--- config.mk ---
export PLATFORM = sky130hd
export DESIGN_NAME = sysex_nibble_chunk_framer
export DESIGN_NICKNAME = d
export VERILOG_FILES = /design/src/hdl/sncf_pkg.sv /design/src/hdl/sncf_planner.sv /design/src/hdl/sncf_emitter.sv /design/src/hdl/sysex_nibble_chunk_framer.sv
export SDC_FILE = /design/constraint.sdc
export NUM_CORES = 1
export LEC_CHECK = 0
export BUFFER_PORTS_ARGS = -buffer_cell sky130_fd_sc_hd__buf_2
export CAP_MARGIN = 20
export CORE_MARGIN = 3
export CORE_UTILIZATION = 54
export DETAILED_ROUTE_END_ITERATION = 12
export HOLD_SLACK_MARGIN = 0.15
export PLACE_DENSITY = 0.74
export REMOVE_ABC_BUFFERS = 1
export SLEW_MARGIN = 20
export SYNTH_ARGS = -nofsm -noshare
export SYNTH_HDL_FRONTEND = slang
export SYNTH_SLANG_ARGS = --single-unit
--- constraint.sdc ---
create_clock -name clk -period 3 [get_ports clk]
set_clock_uncertainty 0.15 [all_clocks]
set_input_delay 0.15 -clock clk [delete_from_list [all_inputs] [get_ports clk]]
set_output_delay 0.15 -clock clk [all_outputs]
set_load 0.1 [all_outputs]
--- src/hdl/sncf_pkg.sv ---
`timescale 1ns / 1ps
// ----------------------------------------------------------------------------
// sncf_pkg: shared types and constants
// per-item plan record, byte slot codes and the fixed message header
// ----------------------------------------------------------------------------
package sncf_pkg;

    // one planned message fragment for one blob byte
    typedef struct packed {
        logic        hdr;     // chunk opens here: header and offset bytes first
        logic        term;    // chunk closes here: terminator last
        logic [13:0] offset;  // blob offset of this byte
        logic [7:0]  data;    // raw blob byte
    } plan_t;

    // slot index within one fragment, header occupies slots 0..10
    localparam logic [3:0] SLOT_HDR_FIRST = 4'd0;
    localparam logic [3:0] SLOT_OFS_LO    = 4'd11;
    localparam logic [3:0] SLOT_OFS_HI    = 4'd12;
    localparam logic [3:0] SLOT_NIB_HI    = 4'd13;
    localparam logic [3:0] SLOT_NIB_LO    = 4'd14;
    localparam logic [3:0] SLOT_TERM      = 4'd15;

    localparam logic [7:0] TERM_BYTE         = 8'hF7;
    localparam logic [7:0] CHUNK_BYTES_RESET = 8'd183;

    function automatic logic [7:0] hdr_byte(input logic [3:0] slot);
        logic [7:0] b;
        case (slot)
            4'd0:    b = 8'hF0;
            4'd1:    b = 8'h21;
            4'd2:    b = 8'h25;
            4'd3:    b = 8'h7E;
            4'd4:    b = 8'h47;
            4'd5:    b = 8'h50;
            4'd6:    b = 8'h2D;
            4'd7:    b = 8'h32;
            4'd8:    b = 8'h12;
            4'd9:    b = 8'h1C;
            4'd10:   b = 8'h40;
            default: b = 8'h00;
        endcase
        return b;
    endfunction

endpackage

--- src/hdl/sncf_planner.sv ---
`timescale 1ns / 1ps
// ----------------------------------------------------------------------------
// sncf_planner: chunk bookkeeping
// tracks blob offset and chunk position, registers one plan per input byte
// ----------------------------------------------------------------------------
module sncf_planner
(
    input  logic                clk,
    input  logic                rst_n,
    input  logic [7:0]          chunk_bytes,
    input  logic                in_valid,
    output logic                in_ready,
    input  logic [7:0]          in_data,
    input  logic                in_last,
    output logic                plan_valid,
    output sncf_pkg::plan_t     plan,
    input  logic                plan_take
);
    import sncf_pkg::*;

    logic [13:0] offset_reg, offset_next;
    logic [7:0]  pos_reg, pos_next;
    logic        plan_valid_reg, plan_valid_next;
    plan_t       plan_reg;
    logic [7:0]  limit;
    logic [7:0]  pos_inc;
    logic        term;
    logic        accept;

    assign in_ready = !plan_valid_reg || plan_take;
    assign accept   = in_valid && in_ready;

    // zero chunk size behaves as one
    assign limit   = (chunk_bytes == 8'd0) ? 8'd1 : chunk_bytes;
    assign pos_inc = pos_reg + 8'd1;
    assign term    = (pos_inc >= limit) || in_last;

    always_comb
    begin
        offset_next     = offset_reg;
        pos_next        = pos_reg;
        plan_valid_next = plan_valid_reg && !plan_take;
        if (accept)
        begin
            plan_valid_next = 1'b1;
            offset_next     = in_last ? 14'd0 : (offset_reg + 14'd1);
            pos_next        = term ? 8'd0 : pos_inc;
        end
    end

    always_ff @(posedge clk or negedge rst_n)
    begin
        if (!rst_n)
        begin
            offset_reg     <= '0;
            pos_reg        <= '0;
            plan_valid_reg <= 1'b0;
        end
        else
        begin
            offset_reg     <= offset_next;
            pos_reg        <= pos_next;
            plan_valid_reg <= plan_valid_next;
        end
    end

    always_ff @(posedge clk)
    begin
        if (accept)
        begin
            plan_reg.hdr    <= (pos_reg == 8'd0);
            plan_reg.term   <= term;
            plan_reg.offset <= offset_reg;
            plan_reg.data   <= in_data;
        end
    end

    assign plan_valid = plan_valid_reg;
    assign plan       = plan_reg;

endmodule

--- src/hdl/sncf_emitter.sv ---
`timescale 1ns / 1ps
// ----------------------------------------------------------------------------
// sncf_emitter: byte sequencer
// walks the slots of one plan and, while out_ready allows, drives one output byte per cycle
// ----------------------------------------------------------------------------
module sncf_emitter
(
    input  logic                clk,
    input  logic                rst_n,
    input  logic                plan_valid,
    input  sncf_pkg::plan_t     plan,
    output logic                plan_take,
    output logic                out_valid,
    input  logic                out_ready,
    output logic [7:0]          out_byte,
    output logic                out_end,
    output logic                out_last
);
    import sncf_pkg::*;

    logic       busy_reg;
    logic [3:0] slot_reg;
    plan_t      cur_reg;
    logic       out_valid_reg;
    logic [7:0] out_byte_reg;
    logic       out_end_reg;
    logic       out_last_reg;
    logic       adv;
    logic       cur_last;
    logic [7:0] byte_next;

    assign adv       = !out_valid_reg || out_ready;
    assign cur_last  = (slot_reg == SLOT_TERM) || ((slot_reg == SLOT_NIB_LO) && !cur_reg.term);
    assign plan_take = plan_valid && (!busy_reg || (adv && cur_last));

    always_comb
    begin
        case (slot_reg)
            SLOT_OFS_LO: byte_next = {1'b0, cur_reg.offset[6:0]};
            SLOT_OFS_HI: byte_next = {1'b0, cur_reg.offset[13:7]};
            SLOT_NIB_HI: byte_next = {4'h0, cur_reg.data[7:4]};
            SLOT_NIB_LO: byte_next = {4'h0, cur_reg.data[3:0]};
            SLOT_TERM:   byte_next = TERM_BYTE;
            default:     byte_next = hdr_byte(slot_reg);
        endcase
    end

    always_ff @(posedge clk or negedge rst_n)
    begin
        if (!rst_n)
        begin
            busy_reg      <= 1'b0;
            slot_reg      <= '0;
            out_valid_reg <= 1'b0;
        end
        else
        begin
            if (adv)
                out_valid_reg <= busy_reg;
            if (plan_take)
            begin
                busy_reg <= 1'b1;
                // mid-chunk bytes skip header and offset
                slot_reg <= plan.hdr ? SLOT_HDR_FIRST : SLOT_NIB_HI;
            end
            else if (adv && busy_reg)
            begin
                if (cur_last)
                    busy_reg <= 1'b0;
                else
                    slot_reg <= slot_reg + 4'd1;
            end
        end
    end

    always_ff @(posedge clk)
    begin
        if (plan_take)
            cur_reg <= plan;
        if (adv && busy_reg)
        begin
            out_byte_reg <= byte_next;
            out_end_reg  <= (slot_reg == SLOT_TERM);
            out_last_reg <= cur_last;
        end
    end

    assign out_valid = out_valid_reg;
    assign out_byte  = out_byte_reg;
    assign out_end   = out_end_reg;
    assign out_last  = out_last_reg;

endmodule

--- src/hdl/sysex_nibble_chunk_framer.sv ---
`timescale 1ns / 1ps
// ----------------------------------------------------------------------------
// sysex_nibble_chunk_framer: blob to 7-bit-safe sysex message stream
// every blob byte becomes two nibble bytes, wrapped in header, offset and
// terminator bytes at chunk boundaries
// ----------------------------------------------------------------------------
// path: a request passes the plan register, the emitter's slot and plan registers and the
//   output register before its first output byte appears
// throughput: one output byte per cycle while m_axis_tready allows it; an item yields 2 to 16
//   bytes (2 plain, +13 when it opens a chunk, +1 when it closes one), paced by the output byte sequencer
// reset: offset and chunk position clear to zero, chunk_bytes returns to 183,
//   both stream sides idle
module sysex_nibble_chunk_framer
(
    input  logic       clk,
    input  logic       rst_n,
    // configuration: chunk_bytes
    input  logic       cfg_wr_en,
    input  logic [7:0] cfg_wr_data,
    // input stream
    input  logic       s_axis_tvalid,
    output logic       s_axis_tready,
    input  logic [7:0] s_axis_tdata,   // [7:0] data_byte
    input  logic       s_axis_tlast,   // last_of_blob
    // output stream
    output logic       m_axis_tvalid,
    input  logic       m_axis_tready,
    output logic [7:0] m_axis_tdata,   // [7:0] out_byte
    output logic       m_axis_tuser,   // [0] message_end
    output logic       m_axis_tlast    // last_of_run
);
    import sncf_pkg::*;

    logic [7:0] chunk_bytes_reg;
    logic       plan_valid;
    plan_t      plan;
    logic       plan_take;

    // chunk size register, compared against the running position at once
    always_ff @(posedge clk or negedge rst_n)
    begin
        if (!rst_n)
            chunk_bytes_reg <= CHUNK_BYTES_RESET;
        else if (cfg_wr_en)
            chunk_bytes_reg <= cfg_wr_data;
    end

    // stage 1: per-request chunk bookkeeping into a one-entry plan register
    sncf_planner u_planner
    (
        .clk         (clk),
        .rst_n       (rst_n),
        .chunk_bytes (chunk_bytes_reg),
        .in_valid    (s_axis_tvalid),
        .in_ready    (s_axis_tready),
        .in_data     (s_axis_tdata),
        .in_last     (s_axis_tlast),
        .plan_valid  (plan_valid),
        .plan        (plan),
        .plan_take   (plan_take)
    );

    // stage 2: sequencer expands the plan into bytes behind an output register
    sncf_emitter u_emitter
    (
        .clk        (clk),
        .rst_n      (rst_n),
        .plan_valid (plan_valid),
        .plan       (plan),
        .plan_take  (plan_take),
        .out_valid  (m_axis_tvalid),
        .out_ready  (m_axis_tready),
        .out_byte   (m_axis_tdata),
        .out_end    (m_axis_tuser),
        .out_last   (m_axis_tlast)
    );

endmodule

==> summary.txt, run 1 <==
Status
  • Status: complete, no violations

Critical path
  • Crit path kind: register to register
  • Crit path max-delay family: compound AO/OA/AOI/OAI gates
  • Worst Path Buf+Inv: 0
  • CP Launch Type: register
  • Crit-path max FO: 9
  • Worst Setup End Kind: register
  • Data arrival, critical path: 2.81 ns
  • R2R setup slack: 0.31 ns
  • Critical-path cell list: ha_1, nand3_1, nor2_1, xor2_1, ha_1, a21o_1, a211oi_1, o21ai_2, nand2b_1, o21ai_1
  • CP dominant cell by count: ha_1
  • R2R depth: 10
  • Worst R2R Start: u_planner.pos_reg[0]$_DFFE_PN0P_
  • Worst r2r dst: u_planner.pos_reg[0]$_DFFE_PN0P_
  • Critical path's slowest cell: dfrtp_2
  • Worst endpoint required time: 3.12 ns
  • Largest incremental delay on the critical path: 0.43 ns

Power
  • P_leak: 2.00 nW
  • PwrDens: 888 mW/mm^2
  • Total Power: 4.58 mW
  • Worst VDD drop: 0.360 mV

Clock tree
  • Clock-pin transition on the worst setup and hold timing paths: 0.10 ns
  • Num CTS Buffers: 9
  • Worst-Skew Late Latency: 0.36 ns
  • CTS tree: done
  • CTS max path bufs: 2
  • H-tree Lvls: 3
  • CTS sink cnt: 94
  • Root Buffer: clkbuf_8

Die
  • Die Wd: 95.6 um
  • Starting density of the core: 55.8%
  • I/O pin total: 34
  • Placement Rows: 32
  • Core Region: 0.00777 mm^2
  • Die area: 0.00913 mm^2
  • DIE HEIGHT: 95.6 um

Finish
  • Share of cells above drive strength 1: 18.5%
  • Nets: 465
  • Max FFs per register: 24
  • Antenna fix cells: 0
  • Cell area after layout: 0.00515 mm^2
  • # fillers: 602
  • P&R area growth vs syn: 18.9%

STA
  • Post-route clock period utilization: 89.7%
  • Worst slew pin tran: 0.866 ns
  • Final setup fails: 0
  • Final Hold Viols: 0
  • Fmax achieved: 372 MHz
  • Setup TNS: 0 ns
  • Relative slew slack: 42.3%
  • RSZ-0062 raised after global routing: false
  • Min cycle time layout: 2.69 ns
  • Hold_ws: 0.276 ns
  • Final Worst Setup Slack: 0.310 ns
  • Count of pins over their slew limit: 0

Hold path
  • Min-Delay Path Class: register to register
  • Hold path endpoint: u_emitter.cur_reg[22]$_DFFE_PP_
  • Hold depth: 0
  • Min-delay src: u_planner.plan[22]$_DFFE_PP_

Synthesis
  • Sequential-to-total area share from yosys stat: 61.0%
  • Post-synthesis compound-gate area fraction: 14.8%
  • Multiplexer area fraction after synthesis: 0.751%
  • Async set or reset register ratio after synthesis: 39.4%
  • Count leader, synth: edfxtp_1
  • Largest area contributor in the netlist: edfxtp_1
  • Synth Instances: 359
  • EDFF count, synth: 57
  • Top cell type's share of synthesized area: 39.5%
  • Flops & latches, synth: 94
  • Largest family of logic cells by synthesized area: compound AO/OA/AOI/OAI gates
  • Synth Area in Adders: 4.33%
  • Post-Syn Area per Cell: 12.1 um^2
  • Distinct cells, synth: 55
  • Ys Warns: 0
  • Ranking of synthesized cells by area: edfxtp_1 (40%), dfrtp_1 (18%), ha_1 (4.3%)
  • Post-Synth Simple-Gate Area: 14.6%
  • Synth cell count leaders: edfxtp_1 (57), nand2_1 (36), dfrtp_1 (31)
  • Area of the mapped netlist: 0.00433 mm^2
  • Ys flop type: edfxtp_1
  • XOR/XNOR Fraction of Synth Area: 1.01%

Route
  • Drt total wl: 8140 um
  • DRT Pass-1 Iters: 7
  • Via Count: 3043
  • DRC viols: 0
  • Via density: 5.69
  • First DRT Iteration DRCs: 194
  • DRT antenna net count: 0
  • Wire length per cell: 15.2 um

GRT
  • Vias in the first global route: 2785
  • Initial antenna violation count: 0
  • Total gr overflow: 0
  • Largest net degree at the start of global routing: 38
  • GRT Total Usage: 19.3%
  • First-pass GRT wire length: 13500 um

Run
  • MaxCap Viol Count: 0

Placed design
  • Gpl congestion: 0.855
  • HPWL after DPL: 5060 um
  • Pre-CTS WS: 0.211 ns
  • Placed Area: 0.00461 mm^2
  • I/O Buffers: 33
## layout by cell type, fill, tap and decap left out, drive strengths merged, types with 4 or more instances in the layout
cell         count
buf             40
nand3            8
a221o            9
nand2           37
edfxtp          57
o21ai           25
ha              15
a21o             4
dlygate4sd3     35
inv             21
a21oi           19
nor2            16
a22oi            5
clkbuf           9
nor2b           10
dfstp            6
a211oi           6
nor3            10
dfrtp           31
nor4            10
nand2b           8
and3             4
## worst max path at each step
stage	from	to	slack (ns)	cells after the start
6_report	u_planner.pos_reg[0]$_DFFE_PN0P_	u_planner.pos_reg[0]$_DFFE_PN0P_	0.31	10
5_1_grt	u_planner.pos_reg[1]$_DFFE_PN0P_	u_planner.pos_reg[0]$_DFFE_PN0P_	0.06	10
4_1_cts	u_planner.pos_reg[0]$_DFFE_PN0P_	u_planner.pos_reg[0]$_DFFE_PN0P_	0.18	10
3_5_place_dp	u_planner.pos_reg[0]$_DFFE_PN0P_	u_planner.pos_reg[5]$_DFFE_PN0P_	0.21	10
3_3_place_gp	u_planner.pos_reg[0]$_DFFE_PN0P_	u_planner.pos_reg[5]$_DFFE_PN0P_	0.33	10
2_1_floorplan	u_emitter.out_valid$_DFFE_PN0P_	u_emitter.cur_reg[0]$_DFFE_PP_	0.03	4
## area by class of cell
class | count | area (um^2) | share of cell area, %
tap | 102 | 128 | 2.48
clock buffer | 9 | 124 | 2.40
inverter | 17 | 63.8 | 1.24
timing repair buffer | 75 | 581 | 11.3
clock inverter | 7 | 65.1 | 1.26
multi-input combinational | 231 | 1540 | 30.0
sequential | 94 | 2650 | 51.4
## power breakdown
part / switching (mW) / total [mW] / internal (mW)
registers: 0.222 / 1.99 / 1.76
clock network: 0.480 / 0.802 / 0.322
logic: 1.21 / 1.79 / 0.579
## repair_timing
item / in CTS / in global routing
endpoints found under the setup margin: 0 / 3
setup buffers: 0 / 0
hold endpoints to repair: 53 / 0
hold buffers: 35 / 0
gates resized for setup: 0 / 2
## metal layers
layer	wire length, um	part of all wire, %	vias to the layer above	GRT usage, %
li1	-	-	1472	-
met1	3570	44	1482	26.9
met2	4090	50	75	30.3
met3	359	4.4	14	4.26
met4	116	1.4	0	5.81
met5	0	0	-	0
## kinds of logic after synthesis
kind of cell,Yosys count
mux,3
xor+xnor,5
simple gates,117
fa+ha+maj,15
buf+inv,34
compound gates,91
flops,94
## per-stage QoR
step,utilization (%),cells
3_3_place_gp,59.3,484
4_1_cts,66.3,535
6_report,66.3,535
2_1_floorplan,-,342
3_5_place_dp,59.3,484
5_1_grt,66.3,535
No activity file was read; power rests on OpenSTA's default activity.
==> run 2: changes to the inputs <==
--- a/config.mk
+++ b/config.mk
@@ -10,8 +10,9 @@
 export CORE_MARGIN = 3
 export CORE_UTILIZATION = 54
 export DETAILED_ROUTE_END_ITERATION = 12
+export GPL_ROUTABILITY_DRIVEN = 0
 export HOLD_SLACK_MARGIN = 0.15
-export PLACE_DENSITY = 0.74
+export PLACE_DENSITY = 0.76
 export REMOVE_ABC_BUFFERS = 1
 export SLEW_MARGIN = 20
 export SYNTH_ARGS = -nofsm -noshare
==> summary.txt, run 2 (synthesis results as in run 1) <==
Route
  • Via density: 5.61
  • DRC viols: 0
  • Wire length per cell: 14.9 um
  • DRT antenna net count: 0
  • First DRT Iteration DRCs: 195
  • DRT Pass-1 Iters: 4
  • Via Count: 3000
  • Drt total wl: 7980 um

Hold path
  • Min-Delay Path Class: primary input to asynchronous set/reset pin

Critical path
  • Crit path from: u_emitter.slot_reg[0]$_DFFE_PN0P_
  • Data arrival, critical path: 2.49 ns
  • Largest incremental delay on the critical path: 0.47 ns
  • R2R setup slack: 0.23 ns
  • CP Launch Type: register
  • Crit path kind: register to output port
  • Worst R2R Start: u_planner.pos_reg[0]$_DFFE_PN0P_
  • Critical-path cell list: inv_1, ha_1, nand2b_2, a211oi_4, nor2b_1, nand2_1, buf_2
  • Crit path max-delay family: buffers and inverters
  • WP depth: 7
  • Worst Path Buf+Inv: 2
  • Worst r2r dst: u_planner.pos_reg[5]$_DFFE_PN0P_
  • Endpoint of the worst setup timing path: s_axis_tready
  • Crit-path max FO: 9
  • R2R depth: 10
  • Critical path's slowest cell: dfrtp_1
  • Worst Setup End Kind: output port
  • Worst endpoint required time: 2.70 ns

STA
  • Count of pins over their slew limit: 0
  • Post-route clock period utilization: 93.1%
  • Min cycle time layout: 2.79 ns
  • Final setup fails: 0
  • Setup TNS: 0 ns
  • Worst slew pin tran: 0.829 ns
  • RSZ-0062 raised after global routing: false
  • Fmax achieved: 358 MHz
  • Relative slew slack: 44.8%
  • Hold_ws: 0.268 ns
  • Final Worst Setup Slack: 0.208 ns
  • Final Hold Viols: 0

GRT
  • GRT Total Usage: 19.3%
  • Total gr overflow: 0
  • Vias in the first global route: 2800
  • First-pass GRT wire length: 13600 um
  • Largest net degree at the start of global routing: 38
  • Initial antenna violation count: 0

Power
  • Worst VDD drop: 0.333 mV
  • P_leak: 2.01 nW
  • PwrDens: 901 mW/mm^2
  • Total Power: 4.66 mW

Finish
  • Commonest cells after routing, fill and taps aside: edfxtp_1 (57), nand2_1 (36), dlygate4sd3_1 (35)
  • Max FFs per register: 24
  • Antenna fix cells: 0
  • Share of cells above drive strength 1: 18.0%
  • # fillers: 568
  • Post-Layout Cell Count: 535
  • P&R area growth vs syn: 19.3%
  • Nets: 465
  • Commonest non-fill, non-tap cell in the layout: edfxtp_1

Clock tree
  • H-tree Lvls: 3
  • CTS sink cnt: 94
  • Root Buffer: clkbuf_8
  • CTS max path bufs: 2
  • Post-CTS setup buffer count: 0
  • Clock-pin transition on the worst setup and hold timing paths: 0.10 ns
  • CTS tree: done
  • Num CTS Buffers: 9
  • Worst-Skew Late Latency: 0.35 ns

Die
  • Core Region: 0.00777 mm^2
  • Placement Rows: 32
  • Die Wd: 95.6 um
  • DIE HEIGHT: 95.6 um
  • Starting density of the core: 55.8%
  • I/O pin total: 34
  • Die area: 0.00913 mm^2

Status
  • Status: complete, no violations

Placed design
  • Pre-CTS WS: 0.238 ns
  • HPWL after DPL: 5180 um
  • I/O Buffers: 33
  • Placed insts: 484

Run
  • MaxCap Viol Count: 0
-- run 2: changes by cell type in the layout (fill, tap and decap cells not counted), sizes merged --
cell / before / now
bufinv: 0 / 1
clkinv: 2 / 0
clkinvlp: 1 / 2
-- run 2: worst min path at each step --
stage / startpoint / to / slack, ns / depth (start not counted)
2_1_floorplan: rst_n / chunk_bytes_reg[3]$_DFFE_PN0P_ / -0.30 / 0
3_3_place_gp: rst_n / u_emitter.out_valid$_DFFE_PN0P_ / 0.14 / 1
3_5_place_dp: rst_n / u_emitter.out_valid$_DFFE_PN0P_ / 0.15 / 1
4_1_cts: u_planner.plan[11]$_DFFE_PP_ / u_emitter.cur_reg[11]$_DFFE_PP_ / 0.27 / 0
5_1_grt: u_planner.plan[11]$_DFFE_PP_ / u_emitter.cur_reg[11]$_DFFE_PP_ / 0.28 / 0
6_report: rst_n / u_emitter.out_valid$_DFFE_PN0P_ / 0.27 / 2
-- run 2: timing repair --
item	in CTS	in global routing
setup endpoints to repair	0	1
gates resized for setup	0	1
hold buffers	35	0
hold endpoints to repair	50	0
-- run 2: layer usage --
layer | GRT usage, % | share of wire [%] | vias up
li1 | - | - | 1474
met3 | 3.63 | 3.2 | 13
met1 | 26.2 | 44 | 1453
met4 | 6.16 | 1.6 | 0
met2 | 31.7 | 51 | 60
met5 | 0 | 0 | -
-- run 2: where the power goes --
part           total (mW)  switching [mW]  leakage, nW  internal, mW
sequential           1.98           0.219        0.931          1.76
combinational        1.79            1.22        0.978         0.577
clock               0.885           0.479        0.102         0.406
total                4.66            1.91         2.01          2.75
-- run 2: final cells by class --
class                      count  area [um^2]  area share [%]
sequential                    94         2650            51.2
clock inverter                 7         87.6            1.69
clock buffer                   9          124            2.40
timing repair buffer          75          581            11.2
tap                          102          128            2.47
multi-input combinational    231         1540            29.8
inverter                      17         63.8            1.23
-- run 2: worst register-to-register path, cell delays in order (launching register included) --
cell and delay, ns:
dfrtp_1 0.47, ha_1 0.26, nand3_1 0.13, nor2_1 0.15
xor2_1 0.21, ha_1 0.28, a21o_1 0.19, a211oi_1 0.28
o21ai_2 0.19, nand2b_1 0.22, o21ai_0 0.16
-- run 2: metrics by stage --
stage	cell area (um^2)	util [%]
after floorplan	4250	-
after global placement	4600	59.3
after detailed placement	4600	59.3
after CTS	5170	66.5
after global routing	5170	66.6
final	5170	66.6
